<file path="src/hdl/phqm_pkg.sv">
// Package for the per-host traffic quota meter: widths, commands, queue entry type.
// No dependencies.
`default_nettype none
package phqm_pkg;
	localparam int TableEntries = 16;
	localparam int IdxW = $clog2(TableEntries);
	localparam int ResW = 20;
	localparam int QDepth = 2;

	typedef enum logic [1:0] {
		CMD_EGRESS = 2'd0,
		CMD_INGRESS = 2'd1,
		CMD_LOAD = 2'd2,
		CMD_NONE = 2'd3
	} cmd_t;

	typedef struct packed {
		logic [1:0] cmd;
		logic [3:0] entry_index;
		logic [31:0] source_address;
		logic [31:0] dest_address;
		logic [15:0] packet_length;
		logic on_lan_bridge;
		logic locally_originated;
		logic conn_new_or_related;
		logic [31:0] entry_host_address;
		logic signed [31:0] entry_limit_mb;
		logic entry_auto_block;
		logic entry_enable;
	} item_t;

	typedef struct packed {
		logic drop;
		logic [31:0] total_wan_mb;
		logic charged;
		logic [3:0] charged_index;
		logic signed [31:0] remaining_mb;
	} result_t;

	// front-to-back job: item plus WAN total already computed by the front
	typedef struct packed {
		item_t item;
		logic [31:0] wan_total;
	} job_t;
endpackage
`default_nettype wire

</file>
<file path="src/hdl/phqm_if.sv">
// Valid/ready channel carrying one payload beat.
// Depends on nothing; payload type given by parameter.
`default_nettype none
interface phqm_if #(parameter type T = logic) (input wire logic clk);
	logic valid;
	logic ready;
	T data;
	modport source (output valid, output data, input ready);
	modport sink (input valid, input data, output ready);
endinterface
`default_nettype wire

</file>
<file path="src/hdl/phqm_front.sv">
// Front part: accepts items, keeps the WAN residue and total, queues jobs.
// Depends on phqm_pkg.
`default_nettype none
module phqm_front import phqm_pkg::*; (
	input wire logic clk,
	input wire logic arst_n,
	input wire logic in_valid,
	output logic in_ready,
	input wire item_t in_data,
	output logic q_valid,
	input wire logic q_pop,
	output job_t q_data
);
	job_t mem_q [QDepth];
	logic [$clog2(QDepth)-1:0] wr_q, rd_q;
	logic [$clog2(QDepth):0] cnt_q;
	logic [ResW-1:0] wres_q;
	logic [31:0] wtot_q;
	logic [ResW:0] sum;
	logic [31:0] tot_n;
	logic push, wan;

	assign in_ready = (cnt_q != QDepth[$clog2(QDepth):0]);
	assign push = in_valid && in_ready;
	assign wan = !in_data.on_lan_bridge &&
		(in_data.cmd == CMD_EGRESS || in_data.cmd == CMD_INGRESS);
	assign sum = {1'b0, wres_q} + {5'd0, in_data.packet_length};
	assign tot_n = wtot_q + {31'd0, sum[ResW]};
	assign q_valid = (cnt_q != '0);
	assign q_data = mem_q[rd_q];

	always_ff @(posedge clk or negedge arst_n) begin
		if (!arst_n) begin
			wr_q <= '0;
			rd_q <= '0;
			cnt_q <= '0;
			wres_q <= '0;
			wtot_q <= '0;
		end else begin
			if (push) begin
				wr_q <= wr_q + 1'b1;
				if (wan) begin
					wres_q <= sum[ResW-1:0];
					wtot_q <= tot_n;
				end
			end
			if (q_pop) rd_q <= rd_q + 1'b1;
			cnt_q <= cnt_q + {{$clog2(QDepth){1'b0}}, push} - {{$clog2(QDepth){1'b0}}, q_pop};
		end
	end

	always_ff @(posedge clk) begin
		if (push) begin
			mem_q[wr_q].item <= in_data;
			mem_q[wr_q].wan_total <= wan ? tot_n : wtot_q;
		end
	end
endmodule
`default_nettype wire

</file>
<file path="src/hdl/phqm_back.sv">
// Back part: walks the host table one slot a cycle, charges and delivers result.
// Depends on phqm_pkg.
`default_nettype none
module phqm_back import phqm_pkg::*; (
	input wire logic clk,
	input wire logic arst_n,
	input wire logic q_valid,
	output logic q_pop,
	input wire job_t q_data,
	output logic out_valid,
	input wire logic out_ready,
	output result_t out_data
);
	typedef enum logic [3:0] {
		ST_IDLE = 4'b0001,
		ST_SCAN = 4'b0010,
		ST_CHARGE = 4'b0100,
		ST_OUT = 4'b1000
	} state_t;

	state_t st_q;
	logic [31:0] addr_q [TableEntries];
	logic signed [31:0] bud_q [TableEntries];
	logic [ResW-1:0] res_q [TableEntries];
	logic [TableEntries-1:0] ab_q, vld_q;
	job_t job_q;
	logic [IdxW-1:0] i_q, hit_q, dflt_q;
	logic hitv_q, dfltv_q;
	result_t res_out_q;
	logic [ResW:0] hsum;
	logic signed [32:0] nb;
	logic signed [31:0] nbs;
	logic match, last;

	assign match = vld_q[i_q] && (addr_q[i_q] == job_q.item.dest_address ||
		addr_q[i_q] == job_q.item.source_address);
	assign last = (i_q == IdxW'(TableEntries - 1));
	assign hsum = {1'b0, res_q[hit_q]} + {5'd0, job_q.item.packet_length};
	assign nb = {bud_q[hit_q][31], bud_q[hit_q]} - {32'd0, hsum[ResW]};
	assign nbs = (nb < -33'sd2147483648) ? 32'sh80000000 : nb[31:0];
	assign q_pop = (st_q == ST_IDLE) && q_valid;
	assign out_valid = (st_q == ST_OUT);
	assign out_data = res_out_q;

	always_ff @(posedge clk or negedge arst_n) begin
		if (!arst_n) begin
			st_q <= ST_IDLE;
			vld_q <= '0;
			ab_q <= '0;
			i_q <= '0;
			hitv_q <= 1'b0;
			dfltv_q <= 1'b0;
			for (int k = 0; k < TableEntries; k++) begin
				addr_q[k] <= '0;
				bud_q[k] <= '0;
				res_q[k] <= '0;
			end
		end else begin
			case (st_q)
				ST_IDLE: begin
					if (q_valid) begin
						job_q <= q_data;
						res_out_q <= '{drop: 1'b0, total_wan_mb: q_data.wan_total,
							charged: 1'b0, charged_index: '0, remaining_mb: '0};
						i_q <= '0;
						hitv_q <= 1'b0;
						dfltv_q <= 1'b0;
						st_q <= ST_OUT;
						if (q_data.item.cmd == CMD_LOAD) begin
							if (32'(q_data.item.entry_index) < TableEntries) begin
								addr_q[IdxW'(q_data.item.entry_index)] <=
									q_data.item.entry_host_address;
								bud_q[IdxW'(q_data.item.entry_index)] <=
									q_data.item.entry_limit_mb;
								res_q[IdxW'(q_data.item.entry_index)] <= '0;
								ab_q[IdxW'(q_data.item.entry_index)] <=
									q_data.item.entry_auto_block;
								vld_q[IdxW'(q_data.item.entry_index)] <=
									q_data.item.entry_enable;
							end
						end else if (q_data.item.cmd == CMD_EGRESS &&
							!q_data.item.locally_originated) begin
							st_q <= ST_SCAN;
						end
					end
				end
				ST_SCAN: begin
					if (match) begin
						hit_q <= i_q;
						hitv_q <= 1'b1;
						st_q <= ST_CHARGE;
					end else begin
						if (vld_q[i_q] && addr_q[i_q] == '0) begin
							dflt_q <= i_q;
							dfltv_q <= 1'b1;
						end
						if (last) begin
							if (vld_q[i_q] && addr_q[i_q] == '0) begin
								hit_q <= i_q;
								hitv_q <= 1'b1;
							end else begin
								hit_q <= dflt_q;
								hitv_q <= dfltv_q;
							end
							st_q <= ST_CHARGE;
						end
						i_q <= i_q + 1'b1;
					end
				end
				ST_CHARGE: begin
					if (hitv_q) begin
						res_q[hit_q] <= hsum[ResW-1:0];
						bud_q[hit_q] <= nbs;
						res_out_q.drop <= (nbs <= 0) &&
							(ab_q[hit_q] || job_q.item.conn_new_or_related);
						res_out_q.charged <= 1'b1;
						res_out_q.charged_index <= 4'(hit_q);
						res_out_q.remaining_mb <= nbs;
					end
					st_q <= ST_OUT;
				end
				ST_OUT: begin
					if (out_ready) st_q <= ST_IDLE;
				end
				default: st_q <= ST_IDLE;
			endcase
		end
	end

	a_charged_has_idx: assert property (@(posedge clk) disable iff (!arst_n)
		out_valid && !out_data.charged |-> out_data.charged_index == '0 &&
		out_data.remaining_mb == '0) else $error("uncharged result carries slot data");
	a_drop_needs_charge: assert property (@(posedge clk) disable iff (!arst_n)
		out_valid && out_data.drop |-> out_data.charged)
		else $error("drop without charge");
	a_drop_budget: assert property (@(posedge clk) disable iff (!arst_n)
		out_valid && out_data.drop |-> out_data.remaining_mb <= 0)
		else $error("drop with positive budget");
	a_out_hold: assert property (@(posedge clk) disable iff (!arst_n)
		out_valid && !out_ready |=> out_valid && $stable(out_data))
		else $error("result changed while stalled");
endmodule
`default_nettype wire

</file>
<file path="src/hdl/per_host_traffic_quota_meter_unit.sv">
// Top level of the per-host traffic quota meter.
// Load, ingress, local and unused-command items go from idle straight to the output state; a scan adds scan and charge.
// The back takes a new item only once the last result is taken; the table walk covers one slot a cycle.
// A two-entry job queue lets the front take items while the back scans.
// Reset (arst_n low) clears the table, valid bits, WAN residue and total at once.
// Depends on phqm_pkg, phqm_if, phqm_front, phqm_back.
`default_nettype none
module per_host_traffic_quota_meter_unit import phqm_pkg::*; (
	input wire logic clk,
	input wire logic arst_n,
	phqm_if.sink in_ch,
	phqm_if.source out_ch
);
	logic q_valid, q_pop;
	job_t q_data;
	item_t in_item;
	result_t out_res;

	assign in_item = in_ch.data;
	assign out_ch.data = out_res;

	phqm_front u_front (
		.clk(clk), .arst_n(arst_n),
		.in_valid(in_ch.valid), .in_ready(in_ch.ready), .in_data(in_item),
		.q_valid(q_valid), .q_pop(q_pop), .q_data(q_data)
	);

	phqm_back u_back (
		.clk(clk), .arst_n(arst_n),
		.q_valid(q_valid), .q_pop(q_pop), .q_data(q_data),
		.out_valid(out_ch.valid), .out_ready(out_ch.ready), .out_data(out_res)
	);
endmodule
`default_nettype wire

</file>
<file path="src/flat_wrapper.sv">
// flat-port wrapper written by rule: the top's interface ports become plain ports
module per_host_traffic_quota_meter_unit_flat import phqm_pkg::*;
  (clk, arst_n, in_ch_valid, in_ch_data, in_ch_ready, out_ch_valid, out_ch_data, out_ch_ready);
  phqm_if #(.T(item_t)) in_ch_i (.clk(clk));
  phqm_if #(.T(result_t)) out_ch_i (.clk(clk));
  input wire logic clk;
  input wire logic arst_n;
  input wire logic [$bits(in_ch_i.valid)-1:0] in_ch_valid;
  input wire logic [$bits(in_ch_i.data)-1:0] in_ch_data;
  output wire logic [$bits(in_ch_i.ready)-1:0] in_ch_ready;
  output wire logic [$bits(out_ch_i.valid)-1:0] out_ch_valid;
  output wire logic [$bits(out_ch_i.data)-1:0] out_ch_data;
  input wire logic [$bits(out_ch_i.ready)-1:0] out_ch_ready;
  assign in_ch_i.valid = in_ch_valid;
  assign in_ch_i.data = in_ch_data;
  assign in_ch_ready = in_ch_i.ready;
  assign out_ch_valid = out_ch_i.valid;
  assign out_ch_data = out_ch_i.data;
  assign out_ch_i.ready = out_ch_ready;
  per_host_traffic_quota_meter_unit u_core (.clk(clk), .arst_n(arst_n), .in_ch(in_ch_i), .out_ch(out_ch_i));
endmodule
</file>
<file path="config.mk">
export PLATFORM = sky130hd
export DESIGN_NAME = per_host_traffic_quota_meter_unit_flat
export DESIGN_NICKNAME = d
export VERILOG_FILES = /design/src/hdl/phqm_pkg.sv /design/src/hdl/phqm_if.sv /design/src/hdl/phqm_front.sv /design/src/hdl/phqm_back.sv /design/src/hdl/per_host_traffic_quota_meter_unit.sv /design/src/flat_wrapper.sv
export SDC_FILE = /design/constraint.sdc
export NUM_CORES = 2
export LEC_CHECK = 0
export ABC_AREA = 1
export BUFFER_PORTS_ARGS = -buffer_cell sky130_fd_sc_hd__buf_4
export CELL_PAD_IN_SITES_DETAIL_PLACEMENT = 1
export CELL_PAD_IN_SITES_GLOBAL_PLACEMENT = 1
export CORE_ASPECT_RATIO = 0.75
export CORE_MARGIN = 10
export CORE_UTILIZATION = 35
export CTS_BUF_LIST = sky130_fd_sc_hd__clkbuf_8 sky130_fd_sc_hd__clkbuf_16
export CTS_CLUSTER_SIZE = 8
export DETAILED_ROUTE_END_ITERATION = 12
export GPL_TIMING_DRIVEN = 0
export PLACE_DENSITY_LB_ADDON = 0.2
export SLEW_MARGIN = 5
export SYNTH_ARGS = -nofsm -noshare
export SYNTH_HDL_FRONTEND = slang
export SYNTH_HIERARCHICAL = 1
export SYNTH_SLANG_ARGS = --single-unit
</file>
<file path="constraint.sdc">
create_clock -name clk -period 9.6 [get_ports clk]
set_input_delay 0 -clock clk [delete_from_list [all_inputs] [get_ports clk]]
set_output_delay 0 -clock clk [all_outputs]
set_load 0.02 [all_outputs]
</file>
==> flow_metrics.env <==
export IMPL_cpMaxStageDelayCell="edfxtp_1"
export IMPL_drt_met1_wl_mm=205
export IMPL_post_drt_wl_per_cell_um=31.5
export IMPL_rr_endpoint="u_core/u_back/out_data[69]"
export IMPL_clkTransAtPathRegs_ps=50
export IMPL_syn2layout_area_growth_pct=19.8
export IMPL_n_fill_cell=30700
export IMPL_cp_arrival_ps=10030
export IMPL_place_ws_ps=-1730
export IMPL_top_layer="met5"
export IMPL_final_nets=11800
export IMPL_grt_overflow_total=0
export IMPL_totalWireLength_mm=480
export IMPL_fin_ws_ps=201
export IMPL_whs_path_depth=2
export IMPL_crit_type="reg2reg"
export IMPL_grt_first_pass_wirelength_mm=676
export IMPL_port_buffers=230
export IMPL_fin_util=0.422
export IMPL_ant_nets=0
export IMPL_vias_per_cell=5.88
export IMPL_io_pins=231
export IMPL_p_int_uw=20200
export IMPL_switching_share=0.403
export IMPL_cp_end_kind="flip-flop"
export IMPL_num_rows=163
export IMPL_fin_skew_ps=66.0
export IMPL_ff2ff_path_depth=41
export IMPL_synth_fp_nets=10900
export IMPL_period_minus_slack_ps=9400
export IMPL_wl_met3_mm=60.7
export IMPL_die_height_um=466
export IMPL_crit_fanout=18
export IMPL_yosys_warnings=6
export IMPL_detail_route_iter0_violations=11100
export IMPL_worst_pin_slew_ps=1550
export IMPL_regToRegStartpoint="u_core/u_back/hit_q[1]"
export IMPL_clk_latency_ps=890
export IMPL_fmax_mhz=106
export IMPL_finalCritPeriodShare=0.979
export IMPL_grt_pass1_vias=91200
export IMPL_cts_tree="built"
export IMPL_crit_path_frequent_cell="nand2_1"
export IMPL_slew_headroom=-0.0337
export IMPL_start_util=0.352
export IMPL_dr_total_vias=89700
export IMPL_crit_required_ps=10230
export IMPL_hold_path_class="in2reg"
export IMPL_min_to="u_core/u_front/mem_q[0][96]"
export IMPL_worstSetupStartpointType="flip-flop"
export IMPL_final_cell_area_um2=111000
export IMPL_dp_hpwl_mm=342
export IMPL_die_x_um=615
export IMPL_grt_usage=0.322
export IMPL_powerDensity_nw_per_um2=304
export IMPL_die_area_um2=286000
export IMPL_ir_drop_uv=192
export IMPL_layout_cells_non_filler=15300
export IMPL_slew_violations=40
export IMPL_postSynthCellCount=10700
export IMPL_drive_gt1_frac=0.0942
export IMPL_htree_levels=5
export IMPL_syn_area_per_cell_um2=8.67
export IMPL_post_place_cells=14500
export IMPL_r2r_setup_slack_ps=200
export IMPL_power_uw=33800
export IMPL_finalSetupViolCount=0
export IMPL_hold_violations=0
export IMPL_status="finished with violations"
export IMPL_place_congestion=0.996
export IMPL_placed_cell_area_um2=100000
export IMPL_core_area_um2=263000
export IMPL_violations="capacitance limit, slew limit"
export IMPL_numCtsBuffers=289
export IMPL_syn_area_um2=92800
export IMPL_grt_antenna_before_repair=53
export IMPL_grt_max_degree=173
export IMPL_first_pass_iters=8
export IMPL_p_leak_uw=0.0477
export IMPL_drc=0
export IMPL_cts_sinks=1973
export IMPL_seq_power_share=0.379
export IMPL_wl_met2_mm=193
export IMPL_slowest_delay_ps=520
export IMPL_holdCritStartpoint="in_ch_data[64]"
export IMPL_drv_cap=5
export IMPL_clock_path_buffers=4
export IMPL_rsz0062_at_grt="no"
export IMPL_cts_root_buf="clkbuf_16"
export IMPL_p_sw_uw=13600
export IMPL_clockPowerShare=0.279
export IMPL_combPwrFrac=0.343
[metal layers]
layer / GRT usage / up-vias
met5: 0.00263 / -
met4: 0.129 / 30
met3: 0.119 / 1147
met2: 0.452 / 5239
met1: 0.449 / 45900
li1: - / 37400
[critical path, delay by kind of cell (launching register included)]
family                   cells  cell delay (ps)
AO/OA/AOI/OAI                9             2320
adder cells (fa/ha/maj)      4             1240
buffers and inverters        8             2080
flip-flops                   1              520
AND/OR/NAND/NOR             20             2940
[registers in the layout, summed over array words and instances, names as in the netlist, 2 cells and up]
name                    flops
u_core/u_back/ab_q         16
u_core/u_back/addr_q      512
u_core/u_back/bud_q       512
u_core/u_back/dflt_q        4
u_core/u_back/hit_q         4
u_core/u_back/i_q           4
u_core/u_back/job_q        81
u_core/u_back/out_data     70
u_core/u_back/res_q       320
u_core/u_back/st_q          4
u_core/u_back/vld_q        16
u_core/u_front/cnt_q        2
u_core/u_front/mem_q      372
u_core/u_front/wres_q      20
u_core/u_front/wtot_q      32
[what timing repair did]
action	CTS	global route
buffers inserted	1	0
hold buffers	310	0
resized for setup	24	24
pin swaps	0	0
setup endpoints to repair	545	487
hold endpoints to repair	677	0
[power groups by stage]
stage	logic, uW	registers (uW)	clock network (uW)
after floorplan	6170	12600	0
after detailed placement	11000	12800	0
after global placement	10500	13100	0
final	11600	12800	9430
after global routing	12400	13000	9890
after CTS	11200	12700	9520
[through the flow]
step | TNS, ps | hold slack, ps
floorplan | 0 | -296
global placement | - | 185
detailed placement | -681090 | -110
CTS | 0 | 35.6
global route | 0 | 50.3
finish | 0 | 98.9
[layout make-up]
class	count	area, um^2	share of cell area
flip-flops and latches	1973	52000	0.468
plain buffers	759	3250	0.0292
repair buffers	585	5750	0.0517
inverters	730	2750	0.0247
clock inverters	106	598	0.00538
well taps	3547	4440	0.0399
diodes	24	60.1	0.000540
clock buffers	295	7360	0.0662
multi-input cells	7234	35000	0.314
[how the worst max path moves through the flow]
stage | slack (ps) | endpoint | startpoint | cells after the start
after floorplan | 80 | u_core/u_front/mem_q[0][0] | u_core/u_front/cnt_q[1] | 5
after global placement | -16270 | u_core/u_back/job_q[131] | arst_n | 3
after detailed placement | -1730 | u_core/u_back/out_data[69] | u_core/u_back/hit_q[1] | 41
after CTS | 20 | u_core/u_back/out_data[69] | u_core/u_back/hit_q[0] | 43
after global routing | 30 | u_core/u_back/out_data[69] | u_core/u_back/hit_q[1] | 41
final | 200 | u_core/u_back/out_data[69] | u_core/u_back/hit_q[1] | 41
[placed cells by master, fill, tap and decap left out, types with 41 or more instances in the layout]
| cell | n |
|---|---|
| edfxtp_1 | 531 |
| a21oi_1 | 376 |
| nand3_1 | 167 |
| nand4_1 | 43 |
| dfrtp_1 | 1441 |
| inv_2 | 43 |
| inv_1 | 767 |
| o211ai_1 | 93 |
| nand2_1 | 3383 |
| nand3b_1 | 67 |
| a2bb2oi_1 | 78 |
| o2111ai_1 | 41 |
| buf_4 | 248 |
| mux2_2 | 186 |
| o22ai_1 | 480 |
| xor2_1 | 41 |
| dlygate4sd3_1 | 309 |
| buf_2 | 134 |
| o21ai_0 | 875 |
| clkbuf_1 | 508 |
| nor2_1 | 842 |
| a31oi_1 | 318 |
| clkbuf_16 | 293 |
| buf_1 | 48 |
Power figures use the tool's default switching activity.
